$ cat config.mk
export PLATFORM = sky130hd
export DESIGN_NAME = text_cell_escape_encoder_unit
export DESIGN_NICKNAME = d
export VERILOG_FILES = /design/src/rtl/tcee_pkg.sv /design/src/rtl/text_cell_escape_encoder_unit.sv
export SDC_FILE = /design/constraint.sdc
export NUM_CORES = 1
export LEC_CHECK = 0
export BUFFER_PORTS_ARGS = -buffer_cell sky130_fd_sc_hd__buf_2
export CAP_MARGIN = 0
export CORE_MARGIN = 3
export CORE_UTILIZATION = 58
export DETAILED_ROUTE_END_ITERATION = 8
export PLACE_DENSITY = 0.88
export SETUP_SLACK_MARGIN = 0.1
export SLEW_MARGIN = 25
export SYNTH_ARGS = -nofsm -noshare
export SYNTH_HDL_FRONTEND = slang
export SYNTH_SLANG_ARGS = --single-unit
$ cat constraint.sdc
create_clock -name clock -period 7 [get_ports clock]
set_input_delay 0.7 -clock clock [delete_from_list [all_inputs] [get_ports clock]]
set_output_delay 0.7 -clock clock [all_outputs]
set_load 0.1 [all_outputs]
$ cat src/rtl/tcee_pkg.sv
// tcee_pkg: shared types, character codes and helper functions for the
// text cell escape encoder; no dependencies
package tcee_pkg;

   localparam int unsigned MaxBytes = 9;
   localparam int unsigned IdxWidth = $clog2(MaxBytes);

   typedef logic [7:0]          byte_type;
   typedef logic [IdxWidth-1:0] idx_type;

   // attribute value after reset; the first cell shows its attribute unless it carries this value
   localparam logic [15:0] ATTR_RESET = 16'd6666;

   localparam byte_type CHR_BSLASH = 8'h5C;
   localparam byte_type CHR_DASH   = 8'h2D;
   localparam byte_type CHR_G      = 8'h67;
   localparam byte_type CHR_N      = 8'h6E;
   localparam byte_type CHR_LOW_V  = 8'h76;
   localparam byte_type CHR_UP_V   = 8'h56;
   localparam byte_type CHR_SPACE  = 8'h20;

   // register indexes of the configuration port
   localparam logic [1:0] REG_ENCODE_MODE = 2'd0;
   localparam logic [1:0] REG_TRANSP_CHAR = 2'd1;
   localparam logic [1:0] REG_TRANSP_BG   = 2'd2;
   localparam logic [1:0] REG_TRANSP_FG   = 2'd3;

   function automatic byte_type hex_digit(input logic [3:0] n);
      byte_type d;
      if (n < 4'd10) begin
         d = 8'h30 + {4'd0, n};
      end else begin
         d = 8'h41 + {4'd0, n - 4'd10};
      end
      return d;
   endfunction

   // space, digit or letter
   function automatic logic plain_byte(input byte_type c);
      return (c == CHR_SPACE) ||
             (c >= 8'h30 && c <= 8'h39) ||
             (c >= 8'h41 && c <= 8'h5A) ||
             (c >= 8'h61 && c <= 8'h7A);
   endfunction

endpackage

$ cat src/rtl/text_cell_escape_encoder_unit.sv
// text_cell_escape_encoder_unit: turns screen cells into escaped text bytes
// depends on tcee_pkg (types, character codes, hex_digit, plain_byte)
//
//  channel | dir | handshake           | payload
//  req_    | in  | req_tvalid/tready   | tdata = cell_char, cell_attr; tlast = row_end
//  rsp_    | out | rsp_tvalid/tready   | tdata = out_char; tlast = last byte of the cell
//  csr_    | in  | csr_we (no wait)    | csr_index, csr_data
//
// an item passes through the input register, then its 1 to 9 bytes leave
// from the byte buffer at one byte per cycle while rsp_tready is high; the
// result port's byte rate, held by rsp_tready stalls, sets the throughput
// the next item is taken into the input register while the buffer still drains
// reset clears the valid flags and byte indexes, sets the configuration registers to mode 0 with
// no transparency (all ones) and the remembered attribute to 6666; a stall on rsp_tready holds
// the buffer and, once the input register is full, drops req_tready
module text_cell_escape_encoder_unit (
   input  logic        clock,
   input  logic        reset,
   input  logic        req_tvalid,
   output logic        req_tready,
   input  logic [23:0] req_tdata,   // [7:0] cell_char, [23:8] cell_attr
   input  logic        req_tlast,   // row_end
   output logic        rsp_tvalid,
   input  logic        rsp_tready,
   output logic [7:0]  rsp_tdata,   // [7:0] out_char
   output logic        rsp_tlast,   // last
   input  logic        csr_we,
   input  logic [1:0]  csr_index,
   input  logic [8:0]  csr_data
);

   // configuration
   logic [1:0] mode_ff;
   logic [8:0] tchar_ff;
   logic [4:0] tbg_ff;
   logic [4:0] tfg_ff;

   // input register
   logic        in_vld_ff, in_vld_in;
   logic [7:0]  in_char_ff;
   logic [15:0] in_attr_ff;
   logic        in_row_ff;

   // byte buffer
   tcee_pkg::byte_type buf_ff [tcee_pkg::MaxBytes];
   tcee_pkg::byte_type buf_in [tcee_pkg::MaxBytes];
   logic               buf_vld_ff, buf_vld_in;
   tcee_pkg::idx_type  idx_ff, idx_in;
   tcee_pkg::idx_type  lst_ff, lst_in;
   logic [15:0]        prev_attr_ff;

   logic take, drained, load, accept;

   assign take    = buf_vld_ff && rsp_tready;
   assign drained = take && (idx_ff == lst_ff);
   assign load    = in_vld_ff && (!buf_vld_ff || drained);
   assign accept  = req_tvalid && req_tready;

   assign req_tready = !in_vld_ff || load;
   assign rsp_tvalid = buf_vld_ff;
   assign rsp_tdata  = buf_ff[idx_ff];
   assign rsp_tlast  = (idx_ff == lst_ff);

   // encoding of the cell in the input register
   logic [3:0]         fg, bg;
   logic               attr_chg, no_tchar, transp, escape;
   tcee_pkg::byte_type attr_seq [3];
   tcee_pkg::byte_type char_seq [4];
   tcee_pkg::idx_type  alen, clen, rlen, total;

   always_comb begin
      fg       = in_attr_ff[3:0];
      bg       = in_attr_ff[7:4];
      attr_chg = (in_attr_ff != prev_attr_ff);
      no_tchar = tchar_ff[8];

      attr_seq[0] = tcee_pkg::CHR_BSLASH;
      attr_seq[1] = (!tfg_ff[4] && tfg_ff[3:0] == fg && no_tchar) ?
                    tcee_pkg::CHR_LOW_V : tcee_pkg::hex_digit(fg);
      attr_seq[2] = (!tbg_ff[4] && tbg_ff[3:0] == bg && no_tchar) ?
                    tcee_pkg::CHR_UP_V : tcee_pkg::hex_digit(bg);

      transp = !no_tchar && (tchar_ff[7:0] == in_char_ff) &&
               (tfg_ff == 5'h1F || (!tfg_ff[4] && tfg_ff[3:0] == fg)) &&
               (tbg_ff == 5'h1F || (!tbg_ff[4] && tbg_ff[3:0] == bg));
      escape = (mode_ff != 2'd0 || in_char_ff == tcee_pkg::CHR_BSLASH) &&
               (mode_ff[1] || !tcee_pkg::plain_byte(in_char_ff));

      char_seq[0] = tcee_pkg::CHR_BSLASH;
      char_seq[1] = tcee_pkg::CHR_DASH;
      char_seq[2] = tcee_pkg::hex_digit(in_char_ff[7:4]);
      char_seq[3] = tcee_pkg::hex_digit(in_char_ff[3:0]);
      if (transp) begin
         clen = tcee_pkg::idx_type'(2);
      end else if (escape) begin
         char_seq[1] = tcee_pkg::CHR_G;
         clen = tcee_pkg::idx_type'(4);
      end else begin
         char_seq[0] = in_char_ff;
         clen = tcee_pkg::idx_type'(1);
      end

      alen  = attr_chg ? tcee_pkg::idx_type'(3) : '0;
      rlen  = in_row_ff ? tcee_pkg::idx_type'(2) : '0;
      total = alen + clen + rlen;

      // place each output byte from the attribute, character or row-end run
      for (int k = 0; k < tcee_pkg::MaxBytes; k++) begin
         if (tcee_pkg::idx_type'(k) < alen) begin
            buf_in[tcee_pkg::idx_type'(k)] = attr_seq[2'(k % 3)];
         end else if (tcee_pkg::idx_type'(k) < alen + clen) begin
            buf_in[tcee_pkg::idx_type'(k)] = char_seq[2'(tcee_pkg::idx_type'(k) - alen)];
         end else if (tcee_pkg::idx_type'(k) == alen + clen) begin
            buf_in[tcee_pkg::idx_type'(k)] = tcee_pkg::CHR_BSLASH;
         end else begin
            buf_in[tcee_pkg::idx_type'(k)] = tcee_pkg::CHR_N;
         end
      end
   end

   // control next values
   always_comb begin
      in_vld_in  = in_vld_ff;
      buf_vld_in = buf_vld_ff;
      idx_in     = idx_ff;
      lst_in     = lst_ff;
      if (load) begin
         in_vld_in = 1'b0;
      end
      if (accept) begin
         in_vld_in = 1'b1;
      end
      if (take) begin
         idx_in = idx_ff + tcee_pkg::idx_type'(1);
      end
      if (drained) begin
         buf_vld_in = 1'b0;
      end
      if (load) begin
         buf_vld_in = 1'b1;
         idx_in     = '0;
         lst_in     = total - tcee_pkg::idx_type'(1);
      end
   end

   always_ff @(posedge clock) begin
      if (reset) begin
         in_vld_ff    <= 1'b0;
         buf_vld_ff   <= 1'b0;
         idx_ff       <= '0;
         lst_ff       <= '0;
         prev_attr_ff <= tcee_pkg::ATTR_RESET;
         mode_ff      <= 2'd0;
         tchar_ff     <= 9'h1FF;
         tbg_ff       <= 5'h1F;
         tfg_ff       <= 5'h1F;
      end else begin
         in_vld_ff  <= in_vld_in;
         buf_vld_ff <= buf_vld_in;
         idx_ff     <= idx_in;
         lst_ff     <= lst_in;
         if (load) begin
            prev_attr_ff <= in_attr_ff;
         end
         if (csr_we) begin
            case (csr_index)
               tcee_pkg::REG_ENCODE_MODE: mode_ff  <= csr_data[1:0];
               tcee_pkg::REG_TRANSP_CHAR: tchar_ff <= csr_data;
               tcee_pkg::REG_TRANSP_BG:   tbg_ff   <= csr_data[4:0];
               tcee_pkg::REG_TRANSP_FG:   tfg_ff   <= csr_data[4:0];
               default: ;
            endcase
         end
      end
   end

   // payload registers
   always_ff @(posedge clock) begin
      if (accept) begin
         in_char_ff <= req_tdata[7:0];
         in_attr_ff <= req_tdata[23:8];
         in_row_ff  <= req_tlast;
      end
      if (load) begin
         buf_ff <= buf_in;
      end
   end

endmodule

==> results.sh, run 1 <==
export IMPL_status="completed"
export IMPL_antenna_found_initial=0
export IMPL_hpwl_um=12160
export IMPL_drc=0
export IMPL_ios=52
export IMPL_layout_drive_gt1_share_pct=15.72
export IMPL_cts_buffer_depth=2
export IMPL_grt_max_degree=58
export IMPL_critPathRequiredTime_ns=7.15
export IMPL_grt_pass1_vias=5362
export IMPL_ys_types=63
export IMPL_setup_viol=0
export IMPL_overflow=0
export IMPL_insertion_delay_ns=0.43
export IMPL_period_share_pct=79.87
export IMPL_slew_limit_headroom_pct=31.57
export IMPL_critPathKind="flip-flop to flip-flop"
export IMPL_syn_cell_area_mm2=0.007291
export IMPL_rows=40
export IMPL_cts_resized=0
export IMPL_synthCells=687
export IMPL_cts_buffers_inserted=17
export IMPL_yosys_most_used_dff="edfxtp_1"
export IMPL_power_leakage_nw=3.077
export IMPL_clk_pin_slew_ns=0.06
export IMPL_peakVddDrop_uv=161.4
export IMPL_r2r_start="in_char_ff[4]"
export IMPL_slew_violations=0
export IMPL_fmax_mhz=178.9
export IMPL_yosysWarnings=0
export IMPL_start_util_pct=59.95
export IMPL_hold_viol=0
export IMPL_min_path_type="input pin to flip-flop"
export IMPL_grt_util_all_layers_pct=25.96
export IMPL_drt_wl_total_um=17470
export IMPL_die_area_mm2=0.01395
export IMPL_core_mm2=0.01216
export IMPL_dieHeight_um=118.1
export IMPL_avgViaCountPerCell=6.064
export IMPL_drt_pass1_iter_count=6
export IMPL_crit_chain="inv_1 > ha_1 > nor4bb_1 > a31oi_1 > o41ai_1 > or3_1 > nand2_1 > inv_1 > ha_1 > a21oi_1 > nor3_4 > inv_2 > nand2_1 > ha_1 > a21o_1 > nand3_1 > a31oi_1 > a21oi_1"
export IMPL_post_route_min_period_ns=5.591
export IMPL_synth_edf_count=95
export IMPL_crit_fanout=19
export IMPL_area_growth_pct=12.84
export IMPL_crit_slowest_cell="ha_1"
export IMPL_nets=793
export IMPL_n_antenna_cell=0
export IMPL_startpoint="in_char_ff[4]"
export IMPL_io_buffers=51
export IMPL_avgSynthCellArea_um2=10.61
export IMPL_placed_cell_area_mm2=0.007654
export IMPL_async_flop_share_pct=0
export IMPL_cap_violations=0
export IMPL_vias=5494
export IMPL_cts_setup_buffers=0
export IMPL_cp_num_buf_inv=3
export IMPL_nFillCells=891
export IMPL_htreeDepth=4
export IMPL_power_density_mw_per_mm2=255.8
export IMPL_critPathTopFamily="simple AND/OR/NAND/NOR gates"
export IMPL_fin_area_mm2=0.008227
export IMPL_crit_top_cell="ha_1"
export IMPL_cp_arrival_ns=5.74
export IMPL_cts_sinks=142
export IMPL_cp_start_kind="flip-flop"
export IMPL_antenna_left=0
export IMPL_rsz0062_at_grt="no"
export IMPL_ys_ff_latch=142
export IMPL_seq_area_frac_synth_pct=52.03
export IMPL_cts_tree="yes"
export IMPL_grt_pass1_wl_um=28200
export IMPL_cts_root_buf="clkbuf_16"
export IMPL_drt_iter0_drc=585
export IMPL_die_w_um=118.1
export IMPL_endpoint_kind="flip-flop"
export IMPL_cts_hold_buf=0
export IMPL_post_drt_wl_per_cell_um=19.28
export IMPL_tightest_slew_ns=1.025
export IMPL_clock_skew_final_ns=0.01060
export IMPL_max_stage_delay_ns=0.63
export IMPL_tns_ns=0
export IMPL_gp_congestion=0.9432
export IMPL_hp_start="req_tdata[21]"
metrics by stage:
stage | hold WS, ns | utilization (%) | setup WS [ns] | total power (W) | cells
final | 0.4460 | 67.64 | 1.409 | 0.002104 | 906
after floorplan | 0.4481 | - | 1.311 | 0.001182 | 691
after CTS | 0.4353 | 67.63 | 1.611 | 0.002113 | 906
after global placement | 0.4536 | 62.88 | 1.796 | 0.001249 | 874
after detailed placement | 0.4587 | 62.93 | 1.645 | 0.001258 | 874
after global routing | 0.4320 | 67.64 | 0.9455 | 0.002180 | 906
synth_stat cells (3+ instances only):
| cell type | count | share of area [%] |
|---|---|---|
| a211o_1 | 6 | 0.72 |
| ha_1 | 26 | 4.5 |
| nand2_1 | 111 | 5.7 |
| a31oi_1 | 11 | 0.94 |
| a211oi_1 | 3 | 0.31 |
| nor3_1 | 19 | 1.3 |
| nor2_1 | 40 | 2.1 |
| o31ai_1 | 3 | 0.31 |
| clkbuf_1 | 25 | 1.3 |
| nand3b_1 | 21 | 2.2 |
| o41ai_1 | 4 | 0.48 |
| nor4_1 | 15 | 1.3 |
| xor2_1 | 39 | 4.7 |
| mux4_2 | 15 | 4.6 |
| a21boi_0 | 4 | 0.41 |
| or3_1 | 6 | 0.51 |
| inv_1 | 25 | 1.3 |
| o21ai_1 | 3 | 0.21 |
| mux2i_1 | 12 | 1.6 |
| nand2b_1 | 4 | 0.34 |
| nand4_1 | 4 | 0.34 |
| a21oi_1 | 40 | 2.7 |
| a21o_1 | 3 | 0.31 |
| and3_1 | 5 | 0.43 |
| o21ai_0 | 21 | 1.4 |
| buf_1 | 5 | 0.26 |
| nand3_1 | 13 | 0.89 |
| dfxtp_1 | 47 | 13 |
| buf_2 | 9 | 0.62 |
| edfxtp_1 | 95 | 39 |
| xnor2_1 | 12 | 1.4 |
sequential cells by signal (all words and copies together) (netlist names):
name and flops:
buf_ff 70, idx_ff 4, in_attr_ff 16, in_char_ff 8, in_row_ff 1, in_vld_ff 1
lst_ff 4, mode_ff 2, prev_attr_ff 16, rsp_tvalid 1, tbg_ff 5, tchar_ff 9
tfg_ff 5
final cells by class:
class / instances / area (um^2) / area share [%]
well taps: 168 / 210.2 / 2.555
flip-flops and latches: 142 / 3794 / 46.11
repair buffers: 56 / 292.8 / 3.559
multi-input cells: 480 / 3252 / 39.53
inverters: 28 / 106.4 / 1.293
clock buffers: 22 / 495.5 / 6.023
clock inverters: 10 / 76.32 / 0.9278
routing by layer:
layer  GRT usage, %  vias up  share of wire (%)
met5              0        -                  0
met4          9.011        0                2.8
met3          6.872       44                7.8
met2          41.94      269                 49
met1          34.06     2617                 40
li1               -     2564                  -
layout by cell type, fill, tap and decap left out, drive strengths merged, types with 5 or more instances in the layout:
cell and instances:
a211o 6, a21oi 40, a31oi 11, and3 5
buf 56, clkbuf 22, clkinv 8, conb 6
dfxtp 47, edfxtp 95, ha 26, inv 30
mux2i 12, mux4 15, nand2 111, nand3 13
nand3b 21, nor2 40, nor3 20, nor4 15
o21ai 25, or3 6, xnor2 12, xor2 39
worst paths after layout:
path / endpoint / slack [ns] / cells past startpoint
worst max-delay path: buf_ff[29] / 1.41 / 18
worst min-delay path: in_attr_ff[13] / 0.45 / 1
worst max register to register: buf_ff[29] / 1.41 / 18
worst min register to register: prev_attr_ff[5] / 0.47 / 2
power breakdown:
| group | total, W | internal (W) | switching (W) |
|---|---|---|---|
| Combinational | 0.000262 | 0.0000879 | 0.000174 |
| Sequential | 0.000985 | 0.000951 | 0.0000346 |
| Clock | 0.000856 | 0.000506 | 0.000350 |
worst register-to-register path, delay by kind of cell (launching register included):
family,cells,cell delay [ns]
AND/OR/NAND/NOR,6,1.77
AO/OA/AOI/OAI,6,1.30
adder cells (fa/ha/maj),3,1.08
buffers and inverters,3,0.64
flip-flops,1,0.54
cells by family (layout without fill, tap and decap cells):
family | Yosys count | after routing | synth area share, %
AND/OR/NAND/NOR | 251 | 251 | 16.66
flip-flops | 142 | 142 | 52.03
AO/OA/AOI/OAI | 117 | 117 | 10.04
buffers and inverters | 69 | 116 | 3.861
XOR/XNOR | 51 | 51 | 6.127
multiplexers | 28 | 28 | 6.436
adder cells (fa/ha/maj) | 27 | 27 | 4.737
other | 2 | 6 | 0.1030
Note: power is estimated with default switching activity, not from simulation.
==> run 2, diff against run 1 <==
clock period = 5.2 ns   (was 7 ns; I/O delays follow)
==> run 2 against run 1 <==
Sequential share of layout area down 0.81 points. Highest routed layer unchanged. Sequential power increased by 34%. Combinational power is 39% higher. Critical endpoint unchanged. First-iteration DRC count is 11% higher. Power grew 40%. Clock skew fell by 0.0035 ns. Non-clock buffer count up 10. Die area unchanged. Hold slack got worse by 0.18 ns. Count of clock-buffer cells in the layout shrank 1.
==> results.sh, run 2 (synthesized netlist as in run 1, its figures left out) <==
export IMPL_reg_top3="buf_ff: 70 flops, in_attr_ff: 16 flops, prev_attr_ff: 16 flops"
export IMPL_slew_violations=0
export IMPL_area_growth_pct=14.90
export IMPL_cts_hold_buf=0
export IMPL_finalPower_w=0.002942
export IMPL_hold_viol=0
export IMPL_crit_fanout=9
export IMPL_n_antenna_cell=0
export IMPL_avgViaCountPerCell=5.942
export IMPL_power_leakage_nw=3.156
export IMPL_nets=803
export IMPL_htreeDepth=4
export IMPL_power_density_mw_per_mm2=351.2
export IMPL_post_route_min_period_ns=4.763
export IMPL_endpoint_kind="flip-flop"
export IMPL_grt_util_all_layers_pct=25.69
export IMPL_status="completed"
export IMPL_grt_pass1_vias=5369
export IMPL_crit_top_cell="ha_1"
export IMPL_clock_skew_final_ns=0.007129
export IMPL_io_buffers=51
export IMPL_largest_reg_flops=70
export IMPL_grt_max_degree=76
export IMPL_critPathKind="flip-flop to flip-flop"
export IMPL_cts_sinks=142
export IMPL_drt_iter0_drc=650
export IMPL_fin_cells=916
export IMPL_critPathRequiredTime_ns=5.36
export IMPL_insertion_delay_ns=0.43
export IMPL_gp_congestion=0.9326
export IMPL_antenna_left=0
export IMPL_ios=52
export IMPL_min_path_type="input pin to flip-flop"
export IMPL_cts_buffers_inserted=17
export IMPL_cp_arrival_ns=4.93
export IMPL_top_register="buf_ff"
export IMPL_utilization_pct=68.88
export IMPL_start_util_pct=59.95
export IMPL_rsz0062_at_grt="no"
export IMPL_setup_viol=0
export IMPL_overflow=0
export IMPL_cp_start_kind="flip-flop"
export IMPL_final_common_cell="nand2_1"
export IMPL_drc=0
export IMPL_period_share_pct=91.59
export IMPL_cap_violations=0
export IMPL_slew_limit_headroom_pct=32.61
export IMPL_cts_root_buf="clkbuf_16"
export IMPL_final_cell_mix="nand2_1 (111), edfxtp_1 (95), buf_2 (51)"
export IMPL_clk_pin_slew_ns=0.06
export IMPL_antenna_found_initial=0
export IMPL_drt_pass1_iter_count=5
export IMPL_tightest_slew_ns=1.004
export IMPL_dpl_cell_count=881
export IMPL_peakVddDrop_uv=238.0
export IMPL_crit_chain="inv_1 > ha_1 > or4b_4 > nand3_1 > a221oi_1 > or3_1 > nand2_1 > inv_1 > ha_1 > a21oi_2 > o21ai_2 > nand2_1 > ha_1 > a21o_1 > nand3_1 > a31oi_1 > a21oi_1"
export IMPL_die_w_um=118.1
export IMPL_crit_slowest_cell="or4b_4"
export IMPL_fmax_mhz=210.0
export IMPL_hpwl_um=12360
export IMPL_rows=40
export IMPL_vias=5443
export IMPL_die_area_mm2=0.01395
export IMPL_post_drt_wl_per_cell_um=19.05
export IMPL_r2r_slack_ns=0.44
export IMPL_drt_wl_total_um=17450
export IMPL_grt_pass1_wl_um=27900
export IMPL_dieHeight_um=118.1
export IMPL_cts_tree="yes"
export IMPL_layout_drive_gt1_share_pct=17.38
export IMPL_fin_hold_ws_ns=0.2666
export IMPL_tns_ns=0
export IMPL_cts_buffer_depth=2
export IMPL_max_stage_delay_ns=0.47
export IMPL_core_mm2=0.01216
run 2: cell types whose count changed in the layout (fill, tap and decap cells not counted), moves of 2 or more:
cell / delta
buf_4: +9
clkbuf_16: +2
clkbuf_8: -2
clkinv_2: -2
clkinv_4: -3
inv_6: +3
run 2: metrics by stage:
step | setup WS, ns | area [um^2]
global route | 0.1284 | 8377
finish | 0.4374 | 8377
CTS | 0.2210 | 8339
global placement | 0.4548 | 7712
floorplan | 0.5324 | 7320
detailed placement | 0.2439 | 7712
run 2: power by group:
part	internal, W	total, W	switching [W]
sequential	0.00128	0.00132	0.0000414
combinational	0.000125	0.000365	0.000240
clock	0.000768	0.00126	0.000488
run 2: final timing paths:
kind | startpoint | end | cells past startpoint
min | req_tdata[8] | in_attr_ff[0] | 1
min reg2reg | lst_ff[1] | lst_ff[1] | 2
max | in_char_ff[1] | buf_ff[29] | 17
max reg2reg | in_char_ff[1] | buf_ff[29] | 17
run 2: layout make-up:
type	instances	area [um^2]
timing repair buffer	66	380.4
clock buffer	21	514.2
sequential	142	3795
multi-input combinational	480	3259
fill	874	3785
inverter	28	105.1
clock inverter	11	112.6
tap	168	210.2
run 2: what timing repair did:
item | in CTS | in global routing
resized for setup | 0 | 2
endpoints found under the setup margin | 0 | 18
buffers inserted | 0 | 3
run 2: layer usage:
metal / routed length [um] / vias to the layer above / global-route usage [%]
met5: 0 / - / 0
met4: 306 / 0 / 8.645
met3: 1238 / 27 / 5.334
met2: 8715 / 238 / 42.55
met1: 7190 / 2605 / 33.87
li1: - / 2573 / -
run 2: critical path, delay by kind of cell, from the launching register on:
| kind | cells | cell delay [ns] |
|---|---|---|
| flip-flops | 1 | 0.46 |
| AO/OA/AOI/OAI | 6 | 1.26 |
| buffers and inverters | 2 | 0.47 |
| adder cells (fa/ha/maj) | 3 | 0.79 |
| AND/OR/NAND/NOR | 6 | 1.52 |
==> run 3, diff against run 2 <==
==> constraint.sdc (replaced) <==
create_clock -name clock -period 5.2 [get_ports clock]
set_input_delay 0.26 -clock clock [delete_from_list [all_inputs] [get_ports clock]]
set_output_delay 0.26 -clock clock [all_outputs]
set_load 0.1 [all_outputs]
==> run 3 against run 2 <==
Clock skew increased by 0.0031 ns. Register-to-register slack improved by 0.03 ns. Clock power about the same. First-iteration DRC count increased by 0.92%. Highest routed layer unchanged.
==> results.sh, run 3 (synthesized netlist as in run 1, its figures left out) <==
export IMPL_status="completed"
export IMPL_startpoint="in_char_ff[1]"
export IMPL_crit_slowest_cell="edfxtp_1"
export IMPL_slew_limit_headroom_pct=33.69
export IMPL_crit_chain="inv_1 > ha_1 > or4b_4 > nand3_1 > a221oi_1 > or3_1 > nand2_1 > inv_1 > ha_1 > a21oi_2 > o21ai_2 > nand2_1 > ha_1 > a21o_1 > nand3_1 > a31oi_1 > a21oi_1"
export IMPL_p_sw_share_pct=26.08
export IMPL_crit_fanout=9
export IMPL_cap_violations=0
export IMPL_insertion_delay_ns=0.42
export IMPL_post_route_min_period_ns=4.733
export IMPL_layout_drive_gt1_share_pct=17.13
export IMPL_grt_util_all_layers_pct=26.22
export IMPL_die_area_mm2=0.01395
export IMPL_grt_pass1_wl_um=28490
export IMPL_hpwl_um=12360
export IMPL_cts_root_buf="clkbuf_16"
export IMPL_hold_viol=0
export IMPL_place_ws_ns=0.2439
export IMPL_fmax_mhz=211.3
export IMPL_dpl_cell_count=881
export IMPL_area_growth_pct=16.41
export IMPL_pwr_share_comb_pct=12.6
export IMPL_clk_pin_slew_ns=0.06
export IMPL_fin_ws_ns=0.4672
export IMPL_r2r_start="in_char_ff[1]"
export IMPL_die_w_um=118.1
export IMPL_clock_skew_final_ns=0.01025
export IMPL_switching_power_w=0.0007686
export IMPL_power_density_mw_per_mm2=347.2
export IMPL_hp_start="req_tdata[5]"
export IMPL_pwr_share_seq_pct=44.8
export IMPL_drt_iter0_drc=656
export IMPL_cts_tree="yes"
export IMPL_grt_pass1_vias=5483
export IMPL_cp_num_buf_inv=2
export IMPL_htreeDepth=4
export IMPL_largest_reg_flops=70
export IMPL_final_common_cell="nand2_1"
export IMPL_nets=814
export IMPL_cts_buffer_depth=2
export IMPL_fin_cells=927
export IMPL_dieHeight_um=118.1
export IMPL_post_drt_wl_per_cell_um=19.17
export IMPL_top_register="buf_ff"
export IMPL_n_antenna_cell=0
export IMPL_overflow=0
export IMPL_grt_max_degree=76
export IMPL_vias=5534
export IMPL_drt_wl_total_um=17770
export IMPL_slew_violations=0
export IMPL_final_cell_mix="nand2_1 (111), edfxtp_1 (95), buf_2 (51)"
export IMPL_critPathRequiredTime_ns=5.36
export IMPL_clock_power_share_pct=42.6
export IMPL_rows=40
export IMPL_cp_start_kind="flip-flop"
export IMPL_cts_buffers_inserted=17
export IMPL_antenna_left=0
export IMPL_rsz0062_at_grt="no"
export IMPL_setup_viol=0
export IMPL_core_mm2=0.01216
export IMPL_p_int_w=0.002178
export IMPL_drt_pass1_iter_count=8
export IMPL_period_share_pct=91.01
export IMPL_avgViaCountPerCell=5.970
export IMPL_max_stage_delay_ns=0.47
export IMPL_antenna_found_initial=0
export IMPL_ios=52
export IMPL_endpoint_kind="flip-flop"
export IMPL_min_path_type="input pin to flip-flop"
export IMPL_peakVddDrop_uv=235.3
export IMPL_gp_congestion=0.9326
export IMPL_crit_top_cell="ha_1"
export IMPL_reg_top3="buf_ff: 70 flops, in_attr_ff: 16 flops, prev_attr_ff: 16 flops"
export IMPL_power_leakage_nw=3.202
export IMPL_critPathKind="flip-flop to flip-flop"
export IMPL_cp_arrival_ns=4.89
export IMPL_critPathTopFamily="simple AND/OR/NAND/NOR gates"
export IMPL_cts_sinks=142
export IMPL_start_util_pct=59.95
export IMPL_tns_ns=0
export IMPL_tightest_slew_ns=0.9876
export IMPL_drc=0
export IMPL_io_buffers=51
[run 3: changes by cell type in the layout (fill, tap and decap cells not counted)]
| cell | change |
|---|---|
| dlygate4sd3_1 | +11 |
[run 3: layer usage]
layer  up-vias  part of all wire (%)  global-route usage, %
li1       2593                     -                      -
met3        35                   7.9                  5.286
met5         -                     0                      0
met1      2649                    40                  34.27
met2       257                    50                  43.94
met4         0                   2.0                  8.645
[run 3: stage by stage]
| step | power [W] | cell area, um^2 | hold slack (ns) | util, % |
|---|---|---|---|---|
| finish | 0.002947 | 8487 | 0.01319 | 69.78 |
| global route | 0.003048 | 8487 | 0.0008196 | 69.78 |
| CTS | 0.002954 | 8449 | 0.0005282 | 69.48 |
| detailed placement | 0.001700 | 7712 | 0.4381 | 63.42 |
| global placement | 0.001687 | 7712 | 0.4365 | 63.42 |
| floorplan | 0.001591 | 7320 | 0.3589 | - |
[run 3: worst paths after layout]
path,depth (start not counted),slack [ns],endpoint
setup / recovery,17,0.47,buf_ff[29]
hold / removal,1,0.01,in_char_ff[5]
setup reg to reg,17,0.47,buf_ff[29]
hold reg to reg,2,0.47,lst_ff[1]
[run 3: area by class of cell]
cell class / instances / area [um^2]
sequential: 142 / 3795
multi-input combinational: 480 / 3259
tap: 168 / 210.2
timing repair buffer: 77 / 490.5
inverter: 28 / 105.1
fill: 857 / 3675
clock inverter: 11 / 112.6
clock buffer: 21 / 514.2
[run 3: timing repair]
action | CTS | global route
endpoints found under the hold margin | 11 | 0
buffers inserted | 0 | 3
endpoints found under the setup margin | 0 | 18
resized for setup | 0 | 2
hold buffers | 11 | 0
[run 3: power by group through the flow]
stage | combinational, W | sequential, W | clock (W)
floorplan | 0.000259 | 0.00133 | 0
global placement | 0.000348 | 0.00134 | 0
detailed placement | 0.000356 | 0.00134 | 0
CTS | 0.000366 | 0.00132 | 0.00127
global route | 0.000405 | 0.00133 | 0.00132
finish | 0.000372 | 0.00132 | 0.00125
